`config.mk`:
```
export PLATFORM = sky130hd
export DESIGN_NAME = wildcard_glob_matcher_top
export DESIGN_NICKNAME = d
export VERILOG_FILES = /design/src/rtl/wgm_pkg.sv /design/src/rtl/wgm_cell.sv /design/src/rtl/wildcard_glob_matcher_top.sv
export SDC_FILE = /design/constraint.sdc
export NUM_CORES = 1
export LEC_CHECK = 0
export BUFFER_PORTS_ARGS = -buffer_cell sky130_fd_sc_hd__clkbuf_2
export CORE_ASPECT_RATIO = 0.9
export CORE_UTILIZATION = 40
export DETAILED_ROUTE_END_ITERATION = 10
export GPL_ROUTABILITY_DRIVEN = 1
export SKIP_LAST_GASP = 1
export SYNTH_ARGS = -nofsm -noshare
export SYNTH_HDL_FRONTEND = slang
export SYNTH_SLANG_ARGS = --single-unit
export TNS_END_PERCENT = 1
```
`constraint.sdc`:
```
create_clock -name clk -period 4.8 [get_ports clk]
set_clock_uncertainty 0.1 [all_clocks]
set_input_delay 0.48 -clock clk [delete_from_list [all_inputs] [get_ports clk]]
set_output_delay 0.48 -clock clk [all_outputs]
set_load 0.005 [all_outputs]
```
`src/rtl/wgm_pkg.sv`:
```
// Shared types and constants for the wildcard glob matcher.
// No dependencies; used by the cell, the top level and the checker.
`default_nettype none

package wgm_pkg;

  localparam int SYM_W  = 8;
  localparam int MODE_W = 2;

  typedef enum logic [MODE_W-1:0] {
    MODE_CLEAR  = 2'd0,
    MODE_APPEND = 2'd1,
    MODE_TEXT   = 2'd2,
    MODE_END    = 2'd3
  } mode_t;

  localparam logic [SYM_W-1:0] STAR_BYTE = 8'h2A;
  localparam logic [SYM_W-1:0] ANY_BYTE  = 8'h3F;

  // Handed from one cell to the next: store fill, old active bit, new closed bit.
  typedef struct packed {
    logic vld;
    logic act;
    logic closed;
  } link_t;

endpackage

`default_nettype wire

```
`src/rtl/wgm_cell.sv`:
```
// One pattern position of the matcher: stored byte, fill bit, active bit.
// Depends on wgm_pkg for mode codes, wildcard bytes and the link struct.
`default_nettype none

module wgm_cell
  import wgm_pkg::*;
(
  input  wire              clk,
  input  wire              rst,
  input  wire              en,
  input  mode_t            mode,
  input  wire  [SYM_W-1:0] sym,
  input  link_t            lin,
  output link_t            lout,
  output logic             hit
);

  logic             vld;
  logic             act;
  logic [SYM_W-1:0] pat;

  logic             write;
  logic             vld_next;
  logic [SYM_W-1:0] pat_next;
  logic             star_next;
  logic             raw;
  logic             closed;

  // Take the byte when this is the first empty cell in the row.
  assign write = en && (mode == MODE_APPEND) && lin.vld && !vld;

  always_comb begin
    vld_next = vld;
    if (en) begin
      unique case (mode)
        MODE_CLEAR:  vld_next = 1'b0;
        MODE_APPEND: vld_next = vld | write;
        MODE_TEXT:   vld_next = vld;
        MODE_END:    vld_next = vld;
        default:     vld_next = vld;
      endcase
    end
  end

  assign pat_next  = write ? sym : pat;
  assign star_next = (pat_next == STAR_BYTE);

  always_comb begin
    raw = 1'b0;
    if (mode == MODE_TEXT && vld) begin
      if (pat == STAR_BYTE) begin
        raw = lin.act | act;
      end else begin
        raw = lin.act & ((pat == ANY_BYTE) | (pat == sym));
      end
    end
  end

  // Star closure ripples in from the previous position.
  assign closed = raw | (vld_next & star_next & lin.closed);

  assign lout.vld    = vld;
  assign lout.act    = act;
  assign lout.closed = closed;

  // Previous position is the last one of the pattern.
  assign hit = lin.vld & !vld & lin.act;

  always_ff @(posedge clk) begin
    if (rst) begin
      vld <= 1'b0;
      act <= 1'b0;
    end else begin
      vld <= vld_next;
      if (en) begin
        act <= closed;
      end
    end
  end

  always_ff @(posedge clk) begin
    if (write) begin
      pat <= sym;
    end
  end

endmodule

`default_nettype wire

```
`src/rtl/wildcard_glob_matcher_top.sv`:
```
// An end-of-text word yields its result word in the cycle after acceptance.
// Throughput: one input word per cycle while the output does not stall; text bytes,
// pattern bytes and end marks alike. The active-position update and star closure
// ripple combinationally through the row of PATTERN_MAX cells; the result sits in
// one output register. Reset (rst, synchronous, active high): empty pattern, no
// overflow, position zero active, output empty. Stored pattern bytes are not cleared.
`default_nettype none

module wildcard_glob_matcher_top
  import wgm_pkg::*;
#(
  parameter int PATTERN_MAX = 32
) (
  input  wire              clk,
  input  wire              rst,
  input  wire              s_tvalid,
  output logic             s_tready,
  input  wire  [7:0]       s_tdata,   // [7:0] symbol
  input  wire  [1:0]       s_tuser,   // [1:0] mode
  output logic             m_tvalid,
  input  wire              m_tready,
  output logic [7:0]       m_tdata    // [0] matched, [1] pattern_overflow, [7:2] zero
);

  mode_t             mode;
  logic              accept;
  logic              act0;
  logic              act0_next;
  logic              ovf;
  logic              match;
  link_t             links [PATTERN_MAX+1];
  logic [PATTERN_MAX-1:0] hits;

  assign mode     = mode_t'(s_tuser);
  assign s_tready = !m_tvalid || m_tready;
  assign accept   = s_tvalid && s_tready;

  // Position zero is dropped by any text byte and set again on every rearm.
  assign act0_next = (mode != MODE_TEXT);

  assign links[0].vld    = 1'b1;
  assign links[0].act    = act0;
  assign links[0].closed = act0_next;

  for (genvar k = 0; k < PATTERN_MAX; k++) begin : g_cell
    wgm_cell u_cell (
      .clk  (clk),
      .rst  (rst),
      .en   (accept),
      .mode (mode),
      .sym  (s_tdata),
      .lin  (links[k]),
      .lout (links[k+1]),
      .hit  (hits[k])
    );
  end

  assign match = (|hits) | (links[PATTERN_MAX].vld & links[PATTERN_MAX].act);

  always_ff @(posedge clk) begin
    if (rst) begin
      act0     <= 1'b1;
      ovf      <= 1'b0;
      m_tvalid <= 1'b0;
    end else begin
      if (accept) begin
        act0 <= act0_next;
        if (mode == MODE_CLEAR) begin
          ovf <= 1'b0;
        end else if (mode == MODE_APPEND && links[PATTERN_MAX].vld) begin
          ovf <= 1'b1;
        end
      end
      if (accept && mode == MODE_END) begin
        m_tvalid <= 1'b1;
      end else if (m_tready) begin
        m_tvalid <= 1'b0;
      end
    end
  end

  always_ff @(posedge clk) begin
    if (accept && mode == MODE_END) begin
      m_tdata <= {6'b0, ovf, !ovf & match};
    end
  end

endmodule

`default_nettype wire

```
==> results.toml, run 1 <==
[placement]
routabilityCongestion = 0.957
port_buffers = 17
post-place-ws_ns = 0.446
dp_hpwl_um = 39400

[die]
core-area_sq_um = 43300
die_area_sq_um = 45200
num_io_pins = 24
initial_core_util_pct = 41.0
die-width_um = 224
rows = 72
dieHeight_um = 202

[routing]
post_drt_wl_per_cell_um = 21.4
vias = 15100
postRouteAntennaNets = 0
viasPerCell = 5.80
wl_um = 55700
drc = 0
drt_iter0_drc = 1215
drt_first_pass_iters = 5

[clock_network]
htreeDepth = 2
cts_max_path_buffers = 3
cts_resized = 0
cts.clk_slew.worst_paths_ns = 0.06
clock-root-buffer = "clkbuf_16"
cts.sinks = 325
cts_made_buffers = 37
postCtsHoldBufs = 0
postCtsSetupBuffers = 0
insertion_delay_ns = 0.56
cts_tree = "yes"

[sta]
fin_ws_ns = 0.607
hold_viol = 0
worst_pin_slew_ns = 0.839
fin_crit_ns = 4.19
setup_viol_count_final = 0
rsz0062_at_grt = "no"
final.period_utilization_pct = 87.4
slew_headroom_pct = 43.3
drv_slew = 0
timing.fmax_ghz = 0.238
setup_tns_ns = 0

[synth]
ys_ff_latch = 325
async_reset_ff_share_pct = 0
synth_commonest_cells = "dfxtp_1, mux2_2, xnor2_1"
synth_top_area_share_pct = 36.4
ys_dominant_reg_cell = "dfxtp_1"
yosys.cell_types.count = 95
ys_warn_count = 0
synth_area_leader_cell = "dfxtp_1"
syn_area_sq_um = 17800
ys_top_cells_by_area = "dfxtp_1, mux2_2, xnor2_1"
synthCells = 1979
synth_edf_count = 2
syn-mean-instance-area_sq_um = 8.97
synth.most_common_cell = "dfxtp_1"
yosysSeqAreaShare_pct = 36.8

[grt]
busiest_layer = "met2"
grt_antenna_before_repair = 1
grt_pass1_wl_um = 86400
grt_overflow = 0
met1_usage_pct = 35.7
grt_usage_pct = 24.5
grt_util_met3_pct = 3.29
met2_usage_pct = 37.4
grt_pass1_vias = 14300
grt_max_degree = 40

[job]
cap_violations = 0

[critical_path]
r2r_cells = 14
cpPeakStageDelay_ns = 0.54
cp_num_buf_inv = 3
critical_path_depth = 14
start_kind = "flop"
arrival_ns = 4.57
critPathTopFamily = "simple AND/OR/NAND/NOR gates"
path_class = "reg2reg"
cp_max_fo = 16
crit_slowest_cell = "or4b_1"
path_common_cell = "buf_4"
path_cells = "nor2b_1, inv_1, buf_4, nand4_1, buf_4, mux2i_1, or3_1, or4b_1, nor4b_4, o21ai_0, a21oi_1, o41ai_1, nor2_1, nor3_1"
timing.critical_path.to_type = "flop"
cp.required_ns = 5.18

[finish]
areaGrowthSynthToFinish_pct = 11.8
nets = 1991
fin_util_pct = 45.8
fill_cells = 4181
n_antenna_cell = 0
drive_gt1_share_pct = 18.8

[power]
irDropWorstVdd_uv = 210
leakage_uw = 0.00733
p_total_uw = 6290
powerDensity_nw_per_um2 = 317

[worst_hold_path]
whs_path_depth = 2
min_path_type = "in2reg"

[outcome]
status = "finished, final reports clean"
==> layout make-up <==
type                    count  area, sq um  area share [%]
well taps                 592          741            3.73
clock inverters            16          219            1.10
repair buffers             82          588            2.96
clock buffers              51         1070            5.38
flip-flops and latches    325         6530            32.9
inverters                  31          116           0.586
multi-input cells        1500        10600            53.3
==> routing by layer <==
layer	vias up	part of all wire, %
met5	-	0.023
met4	2	2.2
met3	87	6.3
met2	503	43
met1	7318	49
li1	7152	-
==> registers in the layout, indices dropped and copies added, names as in the netlist <==
register / count
ovf: 1
g_cell.u_cell.act: 32
m_tvalid: 1
g_cell.u_cell.vld: 32
g_cell.u_cell.pat: 256
act0: 1
m_tdata: 2
==> where the power goes <==
part           internal [uW]  leakage, uW  switching (uW)
sequential              2750      0.00263            62.3
combinational            177      0.00407             292
clock                   1830     0.000638            1180
total                   4750      0.00733            1530
==> logic make-up (layout without fill, tap and decap cells) <==
group           after synthesis  count (layout)  synth area share, %
simple gates                694             694                 21.2
mux                         210             210                 13.2
flops                       325             325                 36.8
compound gates              334             334                 12.3
other cells                   1               6               0.0211
xor+xnor                    256             256                 12.6
buf+inv                     159             180                 3.85
==> through the flow <==
step / area, sq um / hold WS [ns] / instances
after floorplan: 17800 / 0.332 / 1984
after global placement: 18600 / 0.345 / 2530
after detailed placement: 18600 / 0.354 / 2530
after CTS: 19800 / 0.281 / 2597
after global routing: 19800 / 0.320 / 2597
final: 19800 / 0.319 / 2597
==> cell usage in the layout (no fill, tap or decap), types with 6 or more instances in the layout <==
| master | count |
|---|---|
| dfxtp_1 | 323 |
| mux2_2 | 197 |
| xnor2_1 | 179 |
| nand2_1 | 161 |
| nor2_1 | 118 |
| o21ai_0 | 96 |
| nand4_1 | 95 |
| a21oi_1 | 82 |
| xor2_1 | 77 |
| buf_4 | 71 |
| nor3_1 | 62 |
| nor2b_1 | 43 |
| clkbuf_16 | 37 |
| nand3_1 | 33 |
| inv_1 | 30 |
| nor4_1 | 30 |
| nand2b_1 | 22 |
| and3_1 | 21 |
| o211ai_1 | 16 |
| a211oi_1 | 15 |
| a31oi_1 | 14 |
| mux2i_1 | 13 |
| or3_1 | 11 |
| nand3b_1 | 11 |
| nand4b_1 | 11 |
| nor3b_1 | 11 |
| clkbuf_2 | 11 |
| a22oi_1 | 10 |
| clkbuf_8 | 9 |
| o41ai_1 | 8 |
| o22ai_1 | 7 |
| or4_1 | 7 |
| clkinv_2 | 7 |
| a2111oi_0 | 6 |
| and2_1 | 6 |
| conb_1 | 6 |
==> path summary, 6_finish.rpt <==
kind | slack (ns) | from | end
worst min-delay path | 0.32 | s_tdata[1] | g_cell[4].u_cell.pat[1]$_DFF_P_
worst max-delay path | 0.61 | m_tvalid$_SDFFE_PP0P_ | g_cell[14].u_cell.act$_SDFFE_PP0N_
worst min register to register | 0.37 | ovf$_SDFFE_PP0P_ | m_tdata[1]$_DFFE_PP_
worst max register to register | 0.61 | m_tvalid$_SDFFE_PP0P_ | g_cell[14].u_cell.act$_SDFFE_PP0N_
Note: power is estimated with default switching activity, not from simulation.
==> inputs of run 2 (changes only) <==
--- a/config.mk
+++ b/config.mk
@@ -5,6 +5,7 @@
 export SDC_FILE = /design/constraint.sdc
 export NUM_CORES = 1
 export LEC_CHECK = 0
+export ABC_AREA = 1
 export BUFFER_PORTS_ARGS = -buffer_cell sky130_fd_sc_hd__clkbuf_2
 export CORE_ASPECT_RATIO = 0.9
 export CORE_UTILIZATION = 40
==> constraint.sdc (replaced) <==
create_clock -name clk -period 4.4 [get_ports clk]
set_clock_uncertainty 0.1 [all_clocks]
set_input_delay 0.44 -clock clk [delete_from_list [all_inputs] [get_ports clk]]
set_output_delay 0.44 -clock clk [all_outputs]
set_load 0.005 [all_outputs]
==> results.toml, run 2 <==
[finish]
fill_cells = 4119
final_cell_mix = "nand2_1, buf_4, dfxtp_1"
top_regs = "g_cell.u_cell.pat x256, g_cell.u_cell.act x32, g_cell.u_cell.vld x32"
final_common_cell = "nand2_1"
areaGrowthSynthToFinish_pct = 24.1
drive_gt1_share_pct = 16.8
largest-register = "g_cell.u_cell.pat"
largest_reg_flops = 256
nets = 2727
n_antenna_cell = 0

[sta]
rsz0062_at_grt = "yes"
drv_slew = 0
timing.fmax_ghz = 0.163
slew_headroom_pct = 25.0
fin_hold_ws_ns = 0.232
setup_viol_count_final = 13
hold_viol = 0
worst_pin_slew_ns = 1.11
fin_ws_ns = -1.74
final.period_utilization_pct = 139
fin_crit_ns = 6.14

[job]
cap_violations = 0

[synth]
synth_edf_count = 2
ys_ff_latch = 325
syn-mean-instance-area_sq_um = 7.04
ys_warn_count = 0
synth_top_area_share_pct = 37.5
ys_top_cells_by_area = "dfxtp_1, nand2_1, xnor2_1"
async_reset_ff_share_pct = 0
yosys.cell_types.count = 51
synth.most_common_cell = "nand2_1"
syn_area_sq_um = 17200
synth_commonest_cells = "nand2_1, dfxtp_1, inv_1"
yosysSeqAreaShare_pct = 37.9
ys_dominant_reg_cell = "dfxtp_1"
synthCells = 2448
synth_area_leader_cell = "dfxtp_1"

[placement]
routabilityCongestion = 0.903
post-place-ws_ns = -1.71
dp_hpwl_um = 38300
port_buffers = 17

[die]
num_io_pins = 24
dieHeight_um = 199
initial_core_util_pct = 40.9
rows = 71
die-width_um = 221
core-area_sq_um = 42100
die_area_sq_um = 43900

[critical_path]
timing.critical_path.to_type = "flop"
r2r_end = "g_cell[31].u_cell.act$_SDFFE_PP0N_"
crit_slowest_cell = "dfxtp_4"
path_class = "reg2reg"
r2r_start = "m_tvalid$_SDFFE_PP0P_"
start_kind = "flop"
r2r_cells = 69
r2r_setup_slack_ns = -1.74
cp.required_ns = 4.78
cpPeakStageDelay_ns = 0.36
critPathTopFamily = "simple AND/OR/NAND/NOR gates"
cp_max_fo = 13
arrival_ns = 6.51
cp_num_buf_inv = 1
path_common_cell = "nand2_1"

[power]
irDropWorstVdd_uv = 446
powerDensity_nw_per_um2 = 337
leakage_uw = 0.00907

[grt]
grt_pass1_vias = 16500
grt_antenna_before_repair = 1
grt_overflow = 0
grt_usage_pct = 25.0
grt_pass1_wl_um = 87800
grt_max_degree = 59

[clock_network]
cts_made_buffers = 38
cts_max_path_buffers = 3
clock-root-buffer = "clkbuf_16"
insertion_delay_ns = 0.56
cts_tree = "yes"
htreeDepth = 2
cts.sinks = 325
cts.clk_slew.worst_paths_ns = 0.06

[outcome]
violations = "DRC, setup timing"
status = "finished, violations left"

[worst_hold_path]
min_path_type = "in2reg"
holdPathEnd = "g_cell[0].u_cell.pat[6]$_DFF_P_"
whs_path_depth = 3
holdCritStartpoint = "s_tdata[6]"

[routing]
drt_iter0_drc = 1456
drc = 2
viasPerCell = 5.35
post_drt_wl_per_cell_um = 17.0
vias = 17600
wl_um = 55700
postRouteAntennaNets = 0
drt_first_pass_iters = 9
-- run 2: logic make-up (layout without fill, tap and decap cells) --
group / Yosys count / count (layout) / share of synthesized area, %
AND/OR/NAND/NOR: 1053 / 1054 / 27.9
buffers and inverters: 445 / 727 / 10.1
AO/OA/AOI/OAI: 435 / 435 / 14.5
flip-flops: 325 / 325 / 37.9
XOR/XNOR: 189 / 189 / 9.60
other: 1 / 6 / 0.0217
-- run 2: worst register-to-register path: cells and delay by family, from the launching register on --
| family | cells | cell delay [ns] |
|---|---|---|
| buffers and inverters | 1 | 0.18 |
| AOI/OAI and AO/OA | 2 | 0.31 |
| DFF | 1 | 0.36 |
| and+or+nand+nor | 66 | 5.07 |
-- run 2: repair_timing --
| action | 4_1_cts | 5_1_grt |
|---|---|---|
| pin swaps | 4 | 38 |
| endpoints found under the hold margin | 0 | 0 |
| cloned | 0 | 1 |
| hold buffers | 0 | 0 |
| gates resized for setup | 4 | 24 |
| setup endpoints to repair | 12 | 16 |
| buffers inserted | 2 | 11 |
-- run 2: per-stage QoR --
step	power (uW)	utilization (%)	cell area (sq um)	setup TNS, ns	cells
after global placement	4010	47.4	20000	-13.05	3206
after floorplan	3650	-	17300	-1.86	2453
final	7200	50.8	21400	-12.66	3283
after global routing	7460	50.8	21400	-20.71	3283
after CTS	7240	50.4	21200	-10.29	3271
after detailed placement	4020	47.4	20000	-12.55	3206
-- run 2: worst max path at each step --
stage,endpoint,slack [ns],start,depth (start not counted)
final,g_cell[31].u_cell.act$_SDFFE_PP0N_,-1.74,m_tvalid$_SDFFE_PP0P_,69
after global routing,g_cell[31].u_cell.act$_SDFFE_PP0N_,-2.38,m_tvalid$_SDFFE_PP0P_,72
after CTS,g_cell[31].u_cell.act$_SDFFE_PP0N_,-1.54,m_tvalid$_SDFFE_PP0P_,71
after detailed placement,g_cell[31].u_cell.act$_SDFFE_PP0N_,-1.71,m_tready,73
after global placement,g_cell[31].u_cell.act$_SDFFE_PP0N_,-1.75,m_tready,73
after floorplan,g_cell[31].u_cell.act$_SDFFE_PP0N_,-0.54,m_tready,68
-- run 2: layout make-up --
| cell class | count | area, sq um | area share (%) |
|---|---|---|---|
| clock buffer | 57 | 1140 | 5.31 |
| clock inverter | 6 | 109 | 0.509 |
| inverter | 315 | 1180 | 5.53 |
| multi-input combinational | 1684 | 9080 | 42.4 |
| sequential | 325 | 6530 | 30.5 |
| tap | 547 | 684 | 3.20 |
| timing repair buffer | 349 | 2670 | 12.5 |
-- run 2: per-layer routing --
layer | track usage [%] | share of wire, % | up-vias
li1 | - | - | 8663
met1 | 33.8 | 47 | 8204
met2 | 40.9 | 44 | 583
met3 | 4.28 | 7.0 | 114
met4 | 7.36 | 2.5 | 2
met5 | 0 | 0.023 | -
-- run 2: report_power, final --
| part | switching, uW | internal [uW] |
|---|---|---|
| registers | 93.8 | 3050 |
| clock network | 1280 | 1950 |
| logic | 486 | 350 |
